<file path="src/hdl/iqm_pkg.sv">
`timescale 1ns / 1ps

package iqm_pkg;

  // Channel count and field widths
  localparam int NumChannels = 4;
  localparam int SampleW     = 16;
  localparam int AbsW        = SampleW + 1;
  localparam int SquareW     = 2 * SampleW - 1;
  localparam int SqW         = 2 * SampleW;
  localparam int MagW        = 16;
  localparam int PeakW       = $clog2(NumChannels);

  // Pipeline depths: abs, square, sum, one stage per root bit, select, peak
  localparam int SqrtStages = MagW;
  localparam int LaneLat    = 3 + SqrtStages + 1;
  localparam int TotalLat   = LaneLat + 1;

  // Method register codes
  typedef enum logic {
    METHOD_ESTIMATE = 1'b0,
    METHOD_EXACT    = 1'b1
  } method_e;

  typedef logic signed [SampleW-1:0] sample_t;
  typedef logic [AbsW-1:0]           abs_t;
  typedef logic [SquareW-1:0]        square_t;
  typedef logic [SqW-1:0]            sq_t;
  typedef logic [SqW:0]              delta_t;
  typedef logic [MagW-1:0]           mag_t;
  typedef logic [PeakW-1:0]          peak_t;

endpackage

</file>
<file path="src/hdl/iqm_isqrt.sv">
`timescale 1ns / 1ps

// Pipelined restoring square root, one root bit per stage
module iqm_isqrt (
  input  logic          clk_i,
  input  logic          en_i,
  input  iqm_pkg::sq_t  s_i,
  output iqm_pkg::mag_t root_o,
  output iqm_pkg::sq_t  rem_o
);
  import iqm_pkg::*;

  sq_t  rem_q  [SqrtStages];
  mag_t root_q [SqrtStages];

  for (genvar j = 0; j < SqrtStages; j++) begin : g_stage
    localparam int K = SqrtStages - 1 - j;
    sq_t    rem_in;
    mag_t   root_in;
    delta_t delta;
    logic   take;

    if (j == 0) begin : g_first
      assign rem_in  = s_i;
      assign root_in = '0;
    end else begin : g_next
      assign rem_in  = rem_q[j-1];
      assign root_in = root_q[j-1];
    end

    // (root + 2^K)^2 - root^2 = root*2^(K+1) + 2^(2K)
    assign delta = (delta_t'(root_in) << (K + 1)) + (delta_t'(1) << (2 * K));
    assign take  = {1'b0, rem_in} >= delta;

    always_ff @(posedge clk_i) begin
      if (en_i) begin
        rem_q[j]  <= take ? (rem_in - delta[SqW-1:0]) : rem_in;
        root_q[j] <= take ? (root_in | (mag_t'(1) << K)) : root_in;
      end
    end
  end

  assign root_o = root_q[SqrtStages-1];
  assign rem_o  = rem_q[SqrtStages-1];

endmodule

</file>
<file path="src/hdl/iqm_lane.sv">
`timescale 1ns / 1ps

// One channel: abs, estimate and exact magnitude, method select
module iqm_lane (
  input  logic             clk_i,
  input  logic             en_i,
  input  logic             method_i,
  input  iqm_pkg::sample_t i_i,
  input  iqm_pkg::sample_t q_i,
  output iqm_pkg::mag_t    mag_o
);
  import iqm_pkg::*;

  function automatic abs_t abs_val(sample_t v);
    abs_t r;
    if (v[SampleW-1]) begin
      r = abs_t'({1'b0, ~v}) + abs_t'(1);
    end else begin
      r = abs_t'({1'b0, v});
    end
    return r;
  endfunction

  abs_t               ai_q, aq_q;
  square_t            sqi_q, sqq_q;
  sq_t                sum_q;
  mag_t               est_s2_q, est_s3_q;
  mag_t               est_dly_q [SqrtStages];
  mag_t               mag_q;
  logic [2*AbsW-1:0]  prod_i, prod_q;
  abs_t               hi, lo;
  abs_t               est_full;
  mag_t               root;
  sq_t                rem;
  logic               round_up;
  mag_t               exact;

  // Stage 1: absolute values, -32768 maps to 32768
  always_ff @(posedge clk_i) begin
    if (en_i) begin
      ai_q <= abs_val(i_i);
      aq_q <= abs_val(q_i);
    end
  end

  // Stage 2: squares and max plus half min
  assign prod_i   = ai_q * ai_q;
  assign prod_q   = aq_q * aq_q;
  assign hi       = (ai_q > aq_q) ? ai_q : aq_q;
  assign lo       = (ai_q > aq_q) ? aq_q : ai_q;
  assign est_full = hi + (lo >> 1);

  always_ff @(posedge clk_i) begin
    if (en_i) begin
      sqi_q    <= prod_i[SquareW-1:0];
      sqq_q    <= prod_q[SquareW-1:0];
      est_s2_q <= est_full[MagW-1:0];
    end
  end

  // Stage 3: sum of squares, at most 2^31
  always_ff @(posedge clk_i) begin
    if (en_i) begin
      sum_q    <= sq_t'(sqi_q) + sq_t'(sqq_q);
      est_s3_q <= est_s2_q;
    end
  end

  iqm_isqrt u_isqrt (
    .clk_i  (clk_i),
    .en_i   (en_i),
    .s_i    (sum_q),
    .root_o (root),
    .rem_o  (rem)
  );

  // Estimate rides along with the root pipeline
  always_ff @(posedge clk_i) begin
    if (en_i) begin
      est_dly_q[0] <= est_s3_q;
      for (int k = 1; k < SqrtStages; k++) begin
        est_dly_q[k] <= est_dly_q[k-1];
      end
    end
  end

  // Round to nearest: remainder above root means s > r*r + r
  assign round_up = rem > sq_t'(root);
  assign exact    = root + mag_t'(round_up);

  always_ff @(posedge clk_i) begin
    if (en_i) begin
      mag_q <= (method_i == METHOD_EXACT) ? exact : est_dly_q[SqrtStages-1];
    end
  end

  assign mag_o = mag_q;

endmodule

</file>
<file path="config.mk">
export PLATFORM = sky130hd
export DESIGN_NAME = iqm_lane
export DESIGN_NICKNAME = d
export VERILOG_FILES = /design/src/hdl/iqm_pkg.sv /design/src/hdl/iqm_isqrt.sv /design/src/hdl/iqm_lane.sv
export SDC_FILE = /design/constraint.sdc
export NUM_CORES = 2
export LEC_CHECK = 0
export BUFFER_PORTS_ARGS = -buffer_cell sky130_fd_sc_hd__clkbuf_2
export CAP_MARGIN = 30
export CORE_MARGIN = 4
export CORE_UTILIZATION = 55
export DETAILED_ROUTE_END_ITERATION = 10
export HOLD_SLACK_MARGIN = 0.02
export PLACE_DENSITY = 0.8
export SLEW_MARGIN = 20
export SYNTH_ARGS = -nofsm -noshare
export SYNTH_HDL_FRONTEND = slang
export SYNTH_HIERARCHICAL = 1
export SYNTH_SLANG_ARGS = --single-unit
</file>
<file path="constraint.sdc">
create_clock -name clk_i -period 8.6 [get_ports clk_i]
set_input_delay 0.43 -clock clk_i [delete_from_list [all_inputs] [get_ports clk_i]]
set_output_delay 0.43 -clock clk_i [all_outputs]
set_load 0.005 [all_outputs]
</file>
* After elaboration in Yosys (flattened, before gate mapping)
Memories as Yosys holds them, arrays and structs flattened.
Cells that the tools add are included.
** Cells by class
- $add $sub $neg :: 36
- $mul :: 2
- $lt $le $gt $ge :: 18
- Multiplexer cells :: 39
- Bitwise logic cells :: 2
** Operators with widths (count)
- $mux 32 :: 16
- $ge 32x33->1 :: 15
- $sub 32x32->32 :: 15
- $mul 17x17->31 :: 2
- $mux 16 :: 3
- $mux 15 :: 3
- $add 16x1->17 const B :: 2
- $add 31x29->32 const B :: 1
- $add 31x31->32 :: 1
- $ge 32x31->1 const B :: 1
- $gt 32x16->1 :: 1
- $not 16->16 :: 2
- $sub 32x31->32 const B :: 1
- $add 30x27->31 const B :: 1
- $add 29x25->30 const B :: 1
- $add 28x23->29 const B :: 1
- $add 27x21->28 const B :: 1
- $add 26x19->27 const B :: 1
- $add 25x17->26 const B :: 1
- $add 24x15->25 const B :: 1
- $add 23x13->24 const B :: 1
- $add 22x11->23 const B :: 1
- $add 21x9->22 const B :: 1
- $add 20x7->21 const B :: 1
- other kinds (21) :: 23
** Storage, ports and cells
- Flip-flop bits (word level) :: 176
- Memory bits (writable) :: 1024
- Input bits :: 35
- Output and inout bits :: 16
- Word-level logic and storage cells :: 110
- Memories kept :: 3
** Memories
- u_isqrt.rem_q :: depth 16, bits a word 32, read ports 16, clocked after memory_dff 0, write ports 16, line iqm_isqrt.sv:13 : sq_t rem_q [SqrtStages];
- est_dly_q :: depth 16, bits a word 16, read ports 16, clocked after memory_dff 0, write ports 16, line iqm_lane.sv:28 : mag_t est_dly_q [SqrtStages];
- u_isqrt.root_q :: depth 16, bits a word 16, read ports 16, clocked after memory_dff 0, write ports 16, line iqm_isqrt.sv:14 : mag_t root_q [SqrtStages];

* Longest topological paths before layout
An unclocked memory read counts as a cell.
- Word-level depth :: 4
- Depth in mapped cells :: 24
- Depth with buffers taken out :: 22

* Modules after synthesis
Netlist, hierarchy kept.
** Modules (own cells, without submodules)
- iqm_lane :: instances 1, cells an instance 2879, area each 33083.0 µm²
- iqm_isqrt :: instances 1, cells an instance 2473, area each 31258.7 µm²

* Least setup slack after synthesis
No wires, ideal clock.
- Path kind :: register -> register
- Start point :: register aq_q[8]
- End point :: register sqq_q[24] (data pin)
- Setup time :: 259 ps
- Arrival time :: 5829 ps
- Required time :: 8341 ps
- Path slack :: 2512 ps
- Stages on the path, launching flop included :: 20
- Period minus slack after synthesis :: 6088 ps
- Path through :: edfxtp_1 > clkbuf_1 > clkinv_1 > nor2_1 > fa_1 > fa_1 > fa_1 > fa_1 > fa_1 > inv_1 > fa_1 > inv_1 > ha_1 > and3_1 > and2_1 > a221oi_2 > o21ai_2 > a31oi_1 > o22ai_1 > o21bai_1
** On the way
- Longest elaborated chain between the ends :: 1
** RTL lines
- start, declared :: line iqm_lane.sv:24 : abs_t ai_q, aq_q;
- start signal, assigned :: line iqm_lane.sv:42 : aq_q <= abs_val(q_i);
- $mul 17x17->31 :: line iqm_lane.sv:48 : assign prod_q = aq_q * aq_q;
- via prod_q[24] :: line iqm_lane.sv:30 : logic [2*AbsW-1:0] prod_i, prod_q;
- end signal, assigned :: line iqm_lane.sv:56 : sqq_q <= prod_q[SquareW-1:0];
- end, declared :: line iqm_lane.sv:25 : square_t sqi_q, sqq_q;
The timed path passes the listed nets, and every way through them passes these cells.
A chain may end at the register's enable or synchronous reset.

* Worst setup path after layout
- Start point :: register aq_q[1]
- End point :: register sqq_q[24] (data pin)
Same word-level chain as after synthesis.

==> impl_metrics.yaml <==
status:
  outcome: "complete, no violations"
global_route:
  grt_pass1_vias: 40900
  first_pass_grt_wire_length_mm: 218
  grt_start_max_net_pins: 208
  grt_usage: 0.224
  number_of_antenna_violations_at_the_first_check_in_global_routing: 1
  grt-ovfl-total: 0
timing:
  setup_viol_count_final: 0
  setup_repair_after_global_routing_missed_its_margin: "no"
  timing.max_slew.rel_slack: 0.250
  final.setup_skew_ns: 0.0349
  period_share: 0.800
  timing.setup.tns_ns: 0
  final_hold_viol_count: 0
  maxClockFrequency_mhz: 145
  slew_violations: 0
  post-route-min-period_ns: 6.88
  slew_at_the_pin_closest_to_its_max_slew_limit_ns: 1.12
worst_setup_path:
  rr_worst_depth: 18
  critical_path.reg2reg.endpoint: "sqq_q[24]"
  slowest_delay_ns: 0.73
  timing.setup.critical_path_class: "register to register"
  cpMostUsedCell: "sky130_fd_sc_hd__fa_1"
  crit_path_max_fanout: 13
  worstPathRequired_ns: 9.03
  critical_path.top_delay_family: "adder cells"
  cp_num_buf_inv: 3
  cp.depth: 18
  reg2reg_setup_slack_ns: 1.72
  crit_chain: "clkinv_1 -> nor2_1 -> fa_1 -> fa_1 -> fa_1 -> fa_1 -> fa_1 -> inv_1 -> fa_1 -> inv_1 -> ha_1 -> and3_1 -> and2_1 -> a221oi_2 -> o21ai_2 -> a31oi_1 -> o22ai_1 -> o21bai_1"
  r2r_start: "aq_q[1]"
  end_kind: "register"
  worst_setup_path_start_kind: "register"
  critical_path_arrival_ns: 7.30
  timing.critical_path.slowest_stage_cell: "sky130_fd_sc_hd__edfxtp_1"
cts:
  cts_buffers: 109
  clk_latency_ns: 0.69
  clk_pin_slew_worst_paths_ns: 0.07
  cts_sinks: 1078
  clockRootBuffer: "sky130_fd_sc_hd__clkbuf_16"
  cts_max_path_buffers: 3
  tritoncts_clock_tree: "done"
  cts_max_level: 3
die:
  dieArea_mm2: 0.123
  floorplan.initialDensity: 0.554
  floorplan.rows: 125
  core_area_mm2: 0.116
  ioPinCount: 51
  die-width_um: 350
  chipHeight_um: 350
routing:
  route.final.wire_length_mm: 136
  drt_drc_violations_left: 0
  pre_repair_dr_iteration_count: 6
  route.vias.total: 40200
  wl_per_cell_um: 19.3
  drt-vias-per-instance: 5.70
  ant_nets: 0
  drt_first_iter_violations: 3800
logic_synthesis:
  yosys_warnings: 6
  syn_inst: 5352
  dominantRegCellSynth: "sky130_fd_sc_hd__edfxtp_1"
  ys_async_sr_fraction: 0
  post_synthesis_average_cell_area_um2: 12.0
  seq_area_frac_synth: 0.503
  ys_types: 99
  register_bit_total_from_synthesis: 1078
  cell_area_after_synthesis_mm2: 0.0643
  synth_enable_flop_cells: 1078
final_layout:
  nFillCells: 8773
  layout-area-overhead-vs-synth_pct: 9.07
  final_layout_size_suffix_gt1_frac: 0.0605
  finalNetCount: 6284
min_path:
  timing.hold.worst_endpoint: "aq_q[13]"
  worstHoldStart: "q_i[13]"
  worst_hold_path.num_cells: 2
  timing.hold.worst.class: "input port to register"
placed_design:
  io_buffers: 50
  gpl.final_weighted_congestion: 0.935
  dp.final_hpwl_mm: 103
job:
  cap_violations: 0
-- registers in the layout (all words and copies together), names as in the netlist --
signal and count:
aq_q 17, u_isqrt/root_q 136, sqi_q 30, u_isqrt/rem_q 512, mag_o 16, sum_q 32, sqq_q 30, est_s3_q 16
est_dly_q 256, est_s2_q 16, ai_q 17
-- cells by family after synthesis --
| group | share of synthesized area |
|---|---|
| compound gates | 0.0817 |
| xor+xnor | 0.0491 |
| fa+ha+maj | 0.202 |
| buf+inv | 0.0541 |
| flops | 0.503 |
| mux | 0.00784 |
| other cells | 0.0000583 |
| simple gates | 0.102 |
-- cells in the mapped netlist, types with 12 or more instances --
library cell	count	area [um2]
sky130_fd_sc_hd__edfxtp_1	1078	32400
sky130_fd_sc_hd__nor2b_1	31	194
sky130_fd_sc_hd__nand4_1	57	357
sky130_fd_sc_hd__ha_1	428	5360
sky130_fd_sc_hd__nor3_1	114	571
sky130_fd_sc_hd__clkbuf_1	82	308
sky130_fd_sc_hd__nand3_1	67	335
sky130_fd_sc_hd__mux2_1	12	135
sky130_fd_sc_hd__nor4b_1	21	184
sky130_fd_sc_hd__and3_1	16	100
sky130_fd_sc_hd__nor2_1	277	1040
sky130_fd_sc_hd__or2_2	21	131
sky130_fd_sc_hd__o211ai_1	20	150
sky130_fd_sc_hd__nand2b_1	37	231
sky130_fd_sc_hd__o21ai_1	16	80.1
sky130_fd_sc_hd__a31oi_1	16	100
sky130_fd_sc_hd__a211oi_1	29	218
sky130_fd_sc_hd__o21bai_1	24	180
sky130_fd_sc_hd__mux2_2	23	259
sky130_fd_sc_hd__or4_1	18	135
sky130_fd_sc_hd__xor2_1	153	1340
sky130_fd_sc_hd__or3_1	41	257
sky130_fd_sc_hd__and2_1	74	463
sky130_fd_sc_hd__o21ai_0	192	961
sky130_fd_sc_hd__inv_1	802	3010
sky130_fd_sc_hd__xnor2_1	208	1820
sky130_fd_sc_hd__o21a_1	63	473
sky130_fd_sc_hd__nor4_1	89	557
sky130_fd_sc_hd__fa_1	382	7650
sky130_fd_sc_hd__o31ai_1	35	263
sky130_fd_sc_hd__nand2_1	398	1490
sky130_fd_sc_hd__a21oi_1	231	1160
sky130_fd_sc_hd__a21o_1	73	548
-- repair_timing --
| item | CTS | global route |
|---|---|---|
| hold endpoints to repair | 2 | 0 |
| buffers inserted | 0 | 0 |
| hold buffers | 2 | 0 |
| gates resized for setup | 0 | 0 |
-- final cells by class --
class	count	area, um2	share of cell area
Clock inverter	81	933	0.0133
Timing Repair Buffer	77	568	0.00809
Sequential cell	1078	32400	0.461
Multi-Input combinational cell	3359	28500	0.406
Clock buffer	124	2830	0.0403
Antenna cell	1	2.50	0.0000357
Tap cell	1524	1910	0.0272
Inverter	814	3060	0.0435
-- worst max path at each step --
| stage | start | endpoint |
|---|---|---|
| after floorplan | aq_q[8] | sqq_q[24] |
| after global placement | aq_q[1] | sqq_q[24] |
| after detailed placement | aq_q[1] | sqq_q[24] |
| after CTS | aq_q[1] | sqq_q[24] |
| after global routing | aq_q[8] | sqq_q[27] |
| final | aq_q[1] | sqq_q[24] |
-- cell usage in the layout (no fill, tap or decap), drive strengths merged, types with 23 or more instances in the layout --
cell	instances
edfxtp	1078
inv	815
ha	428
nand2	398
fa	382
nor2	278
a21oi	235
o21ai	210
xnor2	208
clkbuf	175
xor2	153
nor3	115
nor4	89
a21o	75
and2	74
nand3	68
o21a	63
nand4	57
clkinv	55
or3	44
nand2b	38
o31ai	38
mux2	35
nor2b	31
a211oi	29
o21bai	24
buf	23
-- metrics by stage --
step | instance area, um2 | std cells | util | setup WS (ns) | hold WS (ns)
2_1_floorplan | 64300 | 5353 | - | 2.51 | 0.400
3_3_place_gp | 66300 | 6843 | 0.571 | 1.87 | 0.401
3_5_place_dp | 66300 | 6843 | 0.571 | 1.77 | 0.405
4_1_cts | 70100 | 7050 | 0.603 | 1.74 | 0.0249
5_1_grt | 70200 | 7057 | 0.604 | 1.37 | 0.0625
6_report | 70200 | 7058 | 0.604 | 1.72 | 0.0663
-- per-layer routing --
layer	global-route usage	vias up	part of all wire
met5	0	-	0.000088
met4	0.0912	2	0.042
met3	0.0280	281	0.054
met2	0.385	1333	0.49
met1	0.291	19700	0.41
li1	-	18900	-
Power is not shown: default switching activity piles up to over one toggle a cycle in this logic, so the estimate is an artifact.
