<file path="src/hdl/iqm_pkg.sv">
`timescale 1ns / 1ps

package iqm_pkg;

  // Channel count and field widths
  localparam int NumChannels = 4;
  localparam int SampleW     = 16;
  localparam int AbsW        = SampleW + 1;
  localparam int SquareW     = 2 * SampleW - 1;
  localparam int SqW         = 2 * SampleW;
  localparam int MagW        = 16;
  localparam int PeakW       = $clog2(NumChannels);

  // Pipeline depths: abs, square, sum, one stage per root bit, select, peak
  localparam int SqrtStages = MagW;
  localparam int LaneLat    = 3 + SqrtStages + 1;
  localparam int TotalLat   = LaneLat + 1;

  // Method register codes
  typedef enum logic {
    METHOD_ESTIMATE = 1'b0,
    METHOD_EXACT    = 1'b1
  } method_e;

  typedef logic signed [SampleW-1:0] sample_t;
  typedef logic [AbsW-1:0]           abs_t;
  typedef logic [SquareW-1:0]        square_t;
  typedef logic [SqW-1:0]            sq_t;
  typedef logic [SqW:0]              delta_t;
  typedef logic [MagW-1:0]           mag_t;
  typedef logic [PeakW-1:0]          peak_t;

endpackage

</file>
<file path="src/hdl/iqm_peak.sv">
`timescale 1ns / 1ps

// Merge stage: register magnitudes and pick the strongest channel
module iqm_peak (
  input  logic           clk_i,
  input  logic           en_i,
  input  iqm_pkg::mag_t  mag_i [iqm_pkg::NumChannels],
  output iqm_pkg::mag_t  mag_o [iqm_pkg::NumChannels],
  output iqm_pkg::peak_t peak_o
);
  import iqm_pkg::*;

  mag_t  mag_q [NumChannels];
  peak_t peak_q;
  mag_t  best;
  peak_t best_idx;

  // Strictly greater wins, so ties keep the lower index
  always_comb begin
    best     = mag_i[0];
    best_idx = '0;
    for (int k = 1; k < NumChannels; k++) begin
      if (mag_i[k] > best) begin
        best     = mag_i[k];
        best_idx = peak_t'(k);
      end
    end
  end

  always_ff @(posedge clk_i) begin
    if (en_i) begin
      mag_q  <= mag_i;
      peak_q <= best_idx;
    end
  end

  assign mag_o  = mag_q;
  assign peak_o = peak_q;

endmodule

</file>
<file path="config.mk">
export PLATFORM = sky130hd
export DESIGN_NAME = iqm_peak
export DESIGN_NICKNAME = d
export VERILOG_FILES = /design/src/hdl/iqm_pkg.sv /design/src/hdl/iqm_peak.sv
export SDC_FILE = /design/constraint.sdc
export NUM_CORES = 1
export LEC_CHECK = 0
export BUFFER_PORTS_ARGS = -buffer_cell sky130_fd_sc_hd__buf_4
export CAP_MARGIN = 20
export CORE_MARGIN = 5
export CORE_UTILIZATION = 30
export CTS_CLUSTER_SIZE = 24
export DETAILED_ROUTE_END_ITERATION = 8
export PLACE_DENSITY = 0.49
export SLEW_MARGIN = 30
export SYNTH_ARGS = -nofsm -noshare
export SYNTH_HDL_FRONTEND = slang
export SYNTH_SLANG_ARGS = --single-unit
</file>
<file path="constraint.sdc">
create_clock -name clk_i -period 15.25 [get_ports clk_i]
set_input_delay 3.8125 -clock clk_i [delete_from_list [all_inputs] [get_ports clk_i]]
set_output_delay 3.8125 -clock clk_i [all_outputs]
set_load 0.02 [all_outputs]
</file>
======== Yosys cells after proc, flatten, opt, wreduce, memory -nomap -nowiden ========
Index checks and enable logic that the tools add are counted.
storage, ports and cells
  flip-flop bits (word level) ............. 66
  output and inout bits ................... 66
  logic and storage cells ................. 14
  input port bits ......................... 66
operators by class
  magnitude comparators ................... 3
  reduce and logical (&&, ||, !) cells .... 1
  mux-type cells .......................... 4
operator list
  operator          number
  $gt A16 B16 Y1    3
  $mux W16          2
  $mux W1           2
  $reduce_or A2 Y1  1

======== Depth between registers and ports, before layout ========
Gate-level depths: netlist of run 1.
  word-level depth ........................ 6
  mapped depth ............................ 26
  mapped depth without buffers ............ 22

======== Worst setup path before layout of run 1 ========
OpenSTA, ideal clock, no wires.
  path type ............................... input to register
  start point ............................. input mag_i[63] (netlist name)
  end point ............................... register peak_q[0], in the netlist peak_o[0], data pin
  arrival time ............................ 8,325 ps
  stages .................................. 25
  path buffers ............................ 4
  path slack .............................. 6,643 ps
  cells stage by stage .................... inv_1 > ha_1 > nand4_4 > nor4_4 > o21ai_2 > and4b_1 > buf_6 > buf_6 > o211ai_2 > inv_1 > ha_1 > a21o_1 > a21o_1 > a211oi_1 > a21o_1 > buf_2 > buf_2 > mux2i_1 > ha_1 > nand2_1 > or3_1 > nor3_1 > nor2_1 > o31ai_1 > o311ai_2
between the ends
  cells in the longest elaborated chain, start to end .. 5
RTL lines
  element                 RTL line        RTL
  start: declaration      iqm_peak.sv:7   input iqm_pkg::mag_t mag_i [iqm_pkg::NumChannels],
  $gt A16 B16 Y1          iqm_peak.sv:23  if (mag_i[k] > best) begin
  $mux W16                iqm_peak.sv:23
  $gt A16 B16 Y1          iqm_peak.sv:23
  $mux W16                iqm_peak.sv:23
  $gt A16 B16 Y1          iqm_peak.sv:23
  end signal: assignment  iqm_peak.sv:33  peak_q <= best_idx;
  end: declaration        iqm_peak.sv:14  peak_t peak_q;
Parallel ways exist; a longest one is shown, timed or not.
A chain may end at the register's enable or synchronous reset.

======== Worst setup path after layout of run 1 ========
Same ends and word-level chain as after synthesis.

==> key figures, run 1 <==
Clocking
  • CTS tree: yes
  • Hold buffer count at cts: 0
  • Clock buffer count from CTS: 9
  • Worst-case clock buffer depth: 2
  • CTS Sinks: 66
  • Clock slew at reported path FFs: 60 ps
  • H-Tree Depth: 3
  • CTS resizes: 0
  • Post-CTS setup buffers: 0
  • Root buffer cell: clkbuf_16

Floorplanning
  • Die footprint: 0.0153 mm2
  • Io pins: 132
  • Die H: 124 um
  • Effective utilization at floorplan: 30.6%
  • Die width: 124 um
  • Row cnt: 41
  • Core area: 0.0127 mm2

Placed design
  • Port Buf Inserts: 131
  • Placed insts: 628
  • Pre-CTS setup slack: 4920 ps
  • Post-DP Area: 0.00502 mm2
  • GPL Wtd Cong: 0.760
  • HPWL after DPL: 8130 um

Yosys
  • Top-area cell type share of the netlist area: 51.1%
  • Mapped Avg Cell Area: 11.6 um2
  • Ys Warns: 0
  • #FFs+latches synth: 66
  • Register area share after synthesis: 51.1%
  • Syn Inst Count: 335
  • Area leader, netlist: edfxtp_1
  • Area contributors post-synth: edfxtp_1 (51%), ha_1 (15%), nand2_1 (4.2%)
  • Netlist Area Pre-Place: 0.00388 mm2
  • Synth cell types: 34
  • Ys async rst share: 0%
  • Post-synth EDFFs: 66
  • Ys flop type: edfxtp_1
  • Syn_nets: 449

Finish
  • Most frequent cells in the layout: buf_4 (132), edfxtp_1 (66), ha_1 (48), nand2_1 (43), inv_1 (35)
  • Fin area: 0.00533 mm2
  • Commonest non-fill, non-tap cell in the layout: buf_4
  • Post-layout util: 42.1%
  • ANT cells: 0
  • Final net count: 581
  • Share of cells above drive strength 1: 33.8%
  • Non-filler instance count after layout: 643
  • Synth-to-Final Area Change: 37.4%

Pwr
  • Lkg Pwr: 2.44 nW
  • Pwr dens: 110 mW/mm2
  • VDD IR max: 0.0000478 V

Route
  • Routed via count: 3005
  • DRT Wirelength: 10300 um
  • DR vias/cell: 4.67
  • Post-route ant nets: 0
  • Initial DRC Count: 178
  • DRC: 0
  • Count of TritonRoute iterations in the first routing pass: 4
  • WL per Instance: 16.0 um

Setup path
  • CP top delay family: simple AND/OR/NAND/NOR gates
  • Buf/Inv on CP: 3
  • Setup Crit Path Kind: input port to register
  • CP max stage delay: 910 ps
  • Worst-path fanout max: 17
  • Slowest CP cell: and4b_1
  • CP endpoint kind: register
  • Critical Path RT: 15310 ps
  • CP most frequent cell: ha_1
  • Worst Path Arrival: 9710 ps
  • CP Launch Type: input port
  • CP cell instances: buf_4 > inv_1 > ha_1 > nand4_4 > nor2_1 > nor3_4 > and4b_1 > o211ai_1 > inv_1 > ha_1 > nor2b_1 > o211ai_1 > a21oi_1 > o31ai_1 > a21o_1 > mux2i_1 > ha_1 > nand4_1 > or3_1 > nor3_1 > nor2_1 > o31ai_1 > o311ai_2

Timing
  • Hold Violations, Final: 0
  • RSZ-0062 raised after global routing: false
  • Setup tns final: 0 ps
  • Minimum clock period after layout: 9660 ps
  • Final setup margin: 5590 ps
  • Final setup fails: 0
  • Slew @ Worst Pin: 901 ps
  • Period Utilization, post-route: 63.3%
  • Max-slew violations: 0
  • FMAX: 0.104 GHz
  • Max-slew headroom at the worst pin: 39.9%

Global routing
  • Initial antenna violation count: 0
  • Global-route usage over all layers: 14.0%
  • Pin count of the biggest net entering global routing: 67
  • First-pass GRT wire length: 16000 um
  • Total overflow reported by the global router: 0
  • Number of global-route vias before repair: 3043

Status
  • Status: complete, no violations

Flow run
  • Max-Cap Viols: 0

Min path
  • Worst hold path class: input port to register
[routing by layer]
| metal | share of wire [%] | track usage (%) | up-vias | wire length, um |
|---|---|---|---|---|
| li1 | - | - | 1501 | - |
| met1 | 43 | 17.8 | 1396 | 4410 |
| met2 | 47 | 22.0 | 101 | 4840 |
| met3 | 8.8 | 5.09 | 7 | 910 |
| met4 | 1.2 | 4.84 | 0 | 120 |
| met5 | 0 | 0 | - | 0 |
[logic make-up (layout without fill, tap and decap cells)]
group	count (synthesis)	count (layout)	share of synthesized area (%)
adder cells (fa/ha/maj)	48	48	15.5
multiplexers	16	16	4.16
AND/OR/NAND/NOR	105	105	13.7
AO/OA/AOI/OAI	54	54	10.6
buffers and inverters	46	182	5.00
flip-flops	66	66	51.1
[power by group]
part | switching [mW] | internal [mW] | total [mW]
registers | 0.00403 | 0.217 | 0.221
clock network | 0.0728 | 0.141 | 0.214
logic | 0.0830 | 0.0658 | 0.149
[worst paths after layout]
path / startpoint / endpoint / cells after the start
max: mag_i[63] / peak_o[0] / 23
min: mag_i[32] / mag_o[32] / 1
[synth_stat cells (2+ instances only)]
| cell type | number |
|---|---|
| inv_1 | 35 |
| nand2_1 | 43 |
| nor2_1 | 19 |
| edfxtp_1 | 66 |
| a21oi_1 | 18 |
| nor2b_1 | 5 |
| o31ai_1 | 2 |
| nor3_1 | 3 |
| nand3_1 | 3 |
| nand4_1 | 24 |
| o21ai_0 | 3 |
| clkbuf_1 | 6 |
| a21o_1 | 9 |
| buf_6 | 2 |
| mux2i_1 | 15 |
| ha_1 | 48 |
| o211ai_1 | 7 |
| buf_2 | 2 |
| o211ai_2 | 10 |
[flip-flops by register name, summed over array words and instances, names as in the netlist]
| register | cells |
|---|---|
| mag_o | 64 |
| peak_o | 2 |
[area by class of cell]
type | instances | area, um2
sequential | 66 | 1980
multi-input combinational | 223 | 1710
fill | 1222 | 7340
inverter | 35 | 131
clock inverter | 4 | 67.6
clock buffer | 11 | 233
timing repair buffer | 132 | 991
tap | 172 | 215
[per-stage QoR]
step	power (mW)	hold slack (ps)
after floorplan	0.315	3910
final	0.584	3670
after global placement	0.374	4010
after CTS	0.594	3650
after detailed placement	0.376	4010
after global routing	0.621	3650
Power figures use the tool's default switching activity.
==> run 2, diff against run 1 <==
--- a/config.mk
+++ b/config.mk
@@ -5,13 +5,14 @@
 export SDC_FILE = /design/constraint.sdc
 export NUM_CORES = 1
 export LEC_CHECK = 0
+export ABC_AREA = 1
 export BUFFER_PORTS_ARGS = -buffer_cell sky130_fd_sc_hd__buf_4
 export CAP_MARGIN = 20
 export CORE_MARGIN = 5
 export CORE_UTILIZATION = 30
 export CTS_CLUSTER_SIZE = 24
 export DETAILED_ROUTE_END_ITERATION = 8
-export PLACE_DENSITY = 0.49
+export PLACE_DENSITY = 0.5
 export SLEW_MARGIN = 30
 export SYNTH_ARGS = -nofsm -noshare
 export SYNTH_HDL_FRONTEND = slang
==> constraint.sdc (replaced) <==
create_clock -name clk_i -period 9.61 [get_ports clk_i]
set_input_delay 2.4025 -clock clk_i [delete_from_list [all_inputs] [get_ports clk_i]]
set_output_delay 2.4025 -clock clk_i [all_outputs]
set_load 0.02 [all_outputs]
==> key figures, run 2 <==
Status
  • Status: complete, no violations

Min path
  • Worst min-delay path startpoint: mag_i[7]
  • Worst hold path class: input port to register
  • Min-Delay Path Depth: 1 (unchanged)
  • Worst hold endpoint: mag_o[7]

Yosys
  • Ys Warns: 0 (unchanged)
  • Top-count cell post-synth: nand2_1
  • Ys flop type: edfxtp_1
  • Syn_nets: 475 (+5.8%)
  • #FFs+latches synth: 66 (unchanged)
  • Mapped Avg Cell Area: 10.2 um2 (-12%)
  • Area leader, netlist: edfxtp_1
  • Post-synth top cells: nand2_1 (90), edfxtp_1 (66), ha_1 (48), inv_1 (45), nand3_1 (37)
  • Top-area cell type share of the netlist area: 53.6% (+2.5 points)
  • Post-synth EDFFs: 66 (unchanged)
  • Synth cell types: 23 (-32%)
  • Register area share after synthesis: 53.6% (+2.5 points)
  • Netlist Area Pre-Place: 0.00370 mm2 (-4.7%)
  • Ys async rst share: 0% (unchanged)
  • Area contributors post-synth: edfxtp_1 (54%), ha_1 (16%), nand2_1 (9.1%)
  • Syn Inst Count: 361 (+7.8%)

Floorplanning
  • Die footprint: 0.0146 mm2 (-4.3%)
  • Core area: 0.0121 mm2 (-4.8%)
  • Die width: 121 um (-2.2%)
  • Row cnt: 40 (-2.4%)
  • Io pins: 132 (unchanged)
  • Die H: 121 um (-2.2%)
  • Effective utilization at floorplan: 30.7% (+0.043 points)

Route
  • Initial DRC Count: 167 (-6.2%)
  • WL per Instance: 14.4 um (-9.7%)
  • DRT Wirelength: 9660 um (-6.0%)
  • Post-route ant nets: 0 (unchanged)
  • Routed via count: 2896 (-3.6%)
  • Count of TritonRoute iterations in the first routing pass: 4 (unchanged)
  • DRC: 0 (unchanged)
  • DR vias/cell: 4.33 (-7.4%)

Timing
  • Slew @ Worst Pin: 841 ps (-60.4 ps)
  • Period Utilization, post-route: 66.4%
  • Final setup fails: 0 (unchanged)
  • Hold Violations, Final: 0 (unchanged)
  • WHS: 2260 ps (-1400 ps)
  • Minimum clock period after layout: 6380 ps
  • Setup tns final: 0 ps (unchanged)
  • Max-slew headroom at the worst pin: 43.9% (+4.1 points)
  • RSZ-0062 raised after global routing: false
  • Max-slew violations: 0 (unchanged)
  • FMAX: 0.157 GHz

Clocking
  • Worst-case clock buffer depth: 2 (unchanged)
  • CTS tree: yes
  • Hold buffer count at cts: 0 (unchanged)
  • Clock slew at reported path FFs: 50 ps (about the same)
  • CTS resizes: 0 (unchanged)
  • Clock buffer count from CTS: 9 (unchanged)
  • H-Tree Depth: 3 (unchanged)
  • Root buffer cell: clkbuf_16
  • CTS Sinks: 66 (unchanged)
  • Post-CTS setup buffers: 0 (unchanged)

Setup path
  • Slowest CP cell: nand3_2
  • CP most frequent cell: nand2_1
  • Setup Crit Path Kind: input port to register
  • Buf/Inv on CP: 5 (+2)
  • Worst-path fanout max: 19 (+2)
  • CP endpoint kind: register
  • CP Launch Type: input port
  • Worst Path Arrival: 6450 ps (-3260 ps)
  • Critical Path RT: 9680 ps (-5630 ps)
  • CP top delay family: simple AND/OR/NAND/NOR gates
  • CP max stage delay: 360 ps (-550 ps)

Finish
  • Most frequent cells in the layout: buf_4 (131), nand2_1 (90), edfxtp_1 (66), ha_1 (48), inv_1 (45)
  • Final net count: 612 (+5.3%)
  • Max reg flops: 64 (unchanged)
  • Commonest non-fill, non-tap cell in the layout: buf_4
  • Synth-to-Final Area Change: 38.0%
  • Fillers: 1172 (-4.1%)
  • Share of cells above drive strength 1: 29.7% (-4.0 points)
  • ANT cells: 0 (unchanged)

Placed design
  • Port Buf Inserts: 131 (unchanged)
  • HPWL after DPL: 7870 um (-3.2%)
  • GPL Wtd Cong: 0.803 (+5.6%)

Pwr
  • Lkg Pwr: 2.46 nW (+0.73%)
  • VDD IR max: 0.0000591 V (+24%)
  • Pwr dens: 171 mW/mm2 (+56%)

Global routing
  • Number of global-route vias before repair: 2922 (-4.0%)
  • First-pass GRT wire length: 15400 um (-3.5%)
  • Total overflow reported by the global router: 0 (unchanged)
  • Pin count of the biggest net entering global routing: 67 (unchanged)
  • Initial antenna violation count: 0 (unchanged)
  • Global-route usage over all layers: 13.6% (-0.36 points)

Flow run
  • Max-Cap Viols: 0 (unchanged)
==> run 2: through the flow <==
stage	total power, mW	setup WS (ps)	utilization (%)	instance area (um2)	cells
finish	0.872	3230	42.3	5100	669
global route	0.932	2610	42.3	5100	669
CTS	0.883	3140	42.3	5100	669
detailed placement	0.601	2800	40.2	4850	655
global placement	0.595	2860	40.2	4850	655
floorplan	0.502	3750	-	3700	361
==> run 2: per-layer routing <==
layer	wire length (um)	track usage (%)	vias up
met5	0	0	-
met4	144	5.52	0
met3	610	3.03	12
met2	4670	22.5	82
met1	4240	17.3	1294
li1	-	-	1508
==> run 2: area by class of cell <==
class | instances | area (um2) | area share, %
sequential | 66 | 1980 | 38.8
multi-input combinational | 244 | 1500 | 29.5
timing repair buffer | 131 | 983 | 19.3
clock buffer | 10 | 229 | 4.49
tap | 168 | 210 | 4.12
inverter | 46 | 173 | 3.38
clock inverter | 4 | 21.3 | 0.417
==> run 2: power by group <==
group | switching, mW | internal [mW]
registers | 0.00640 | 0.345
logic | 0.141 | 0.0986
clock network | 0.111 | 0.169
total | 0.259 | 0.613
==> run 2: how the worst max path moves through the flow <==
stage / start / end / slack, ps / cells after the start
finish: mag_i[63] / peak_o[1] / 3230 / 28
CTS: mag_i[63] / peak_o[1] / 3140 / 28
global route: mag_i[63] / peak_o[1] / 2610 / 30
global placement: mag_i[63] / peak_o[1] / 2860 / 28
detailed placement: mag_i[63] / peak_o[1] / 2800 / 28
floorplan: mag_i[63] / peak_o[1] / 3750 / 29
==> run 2: kinds of logic (layout without fill, tap and decap cells) <==
group	after synthesis	in the layout	synth area share, %
flops	66	66	53.6
fa+ha+maj	48	48	16.2
simple gates	166	166	20.1
buf+inv	51	191	5.75
compound gates	30	30	4.33
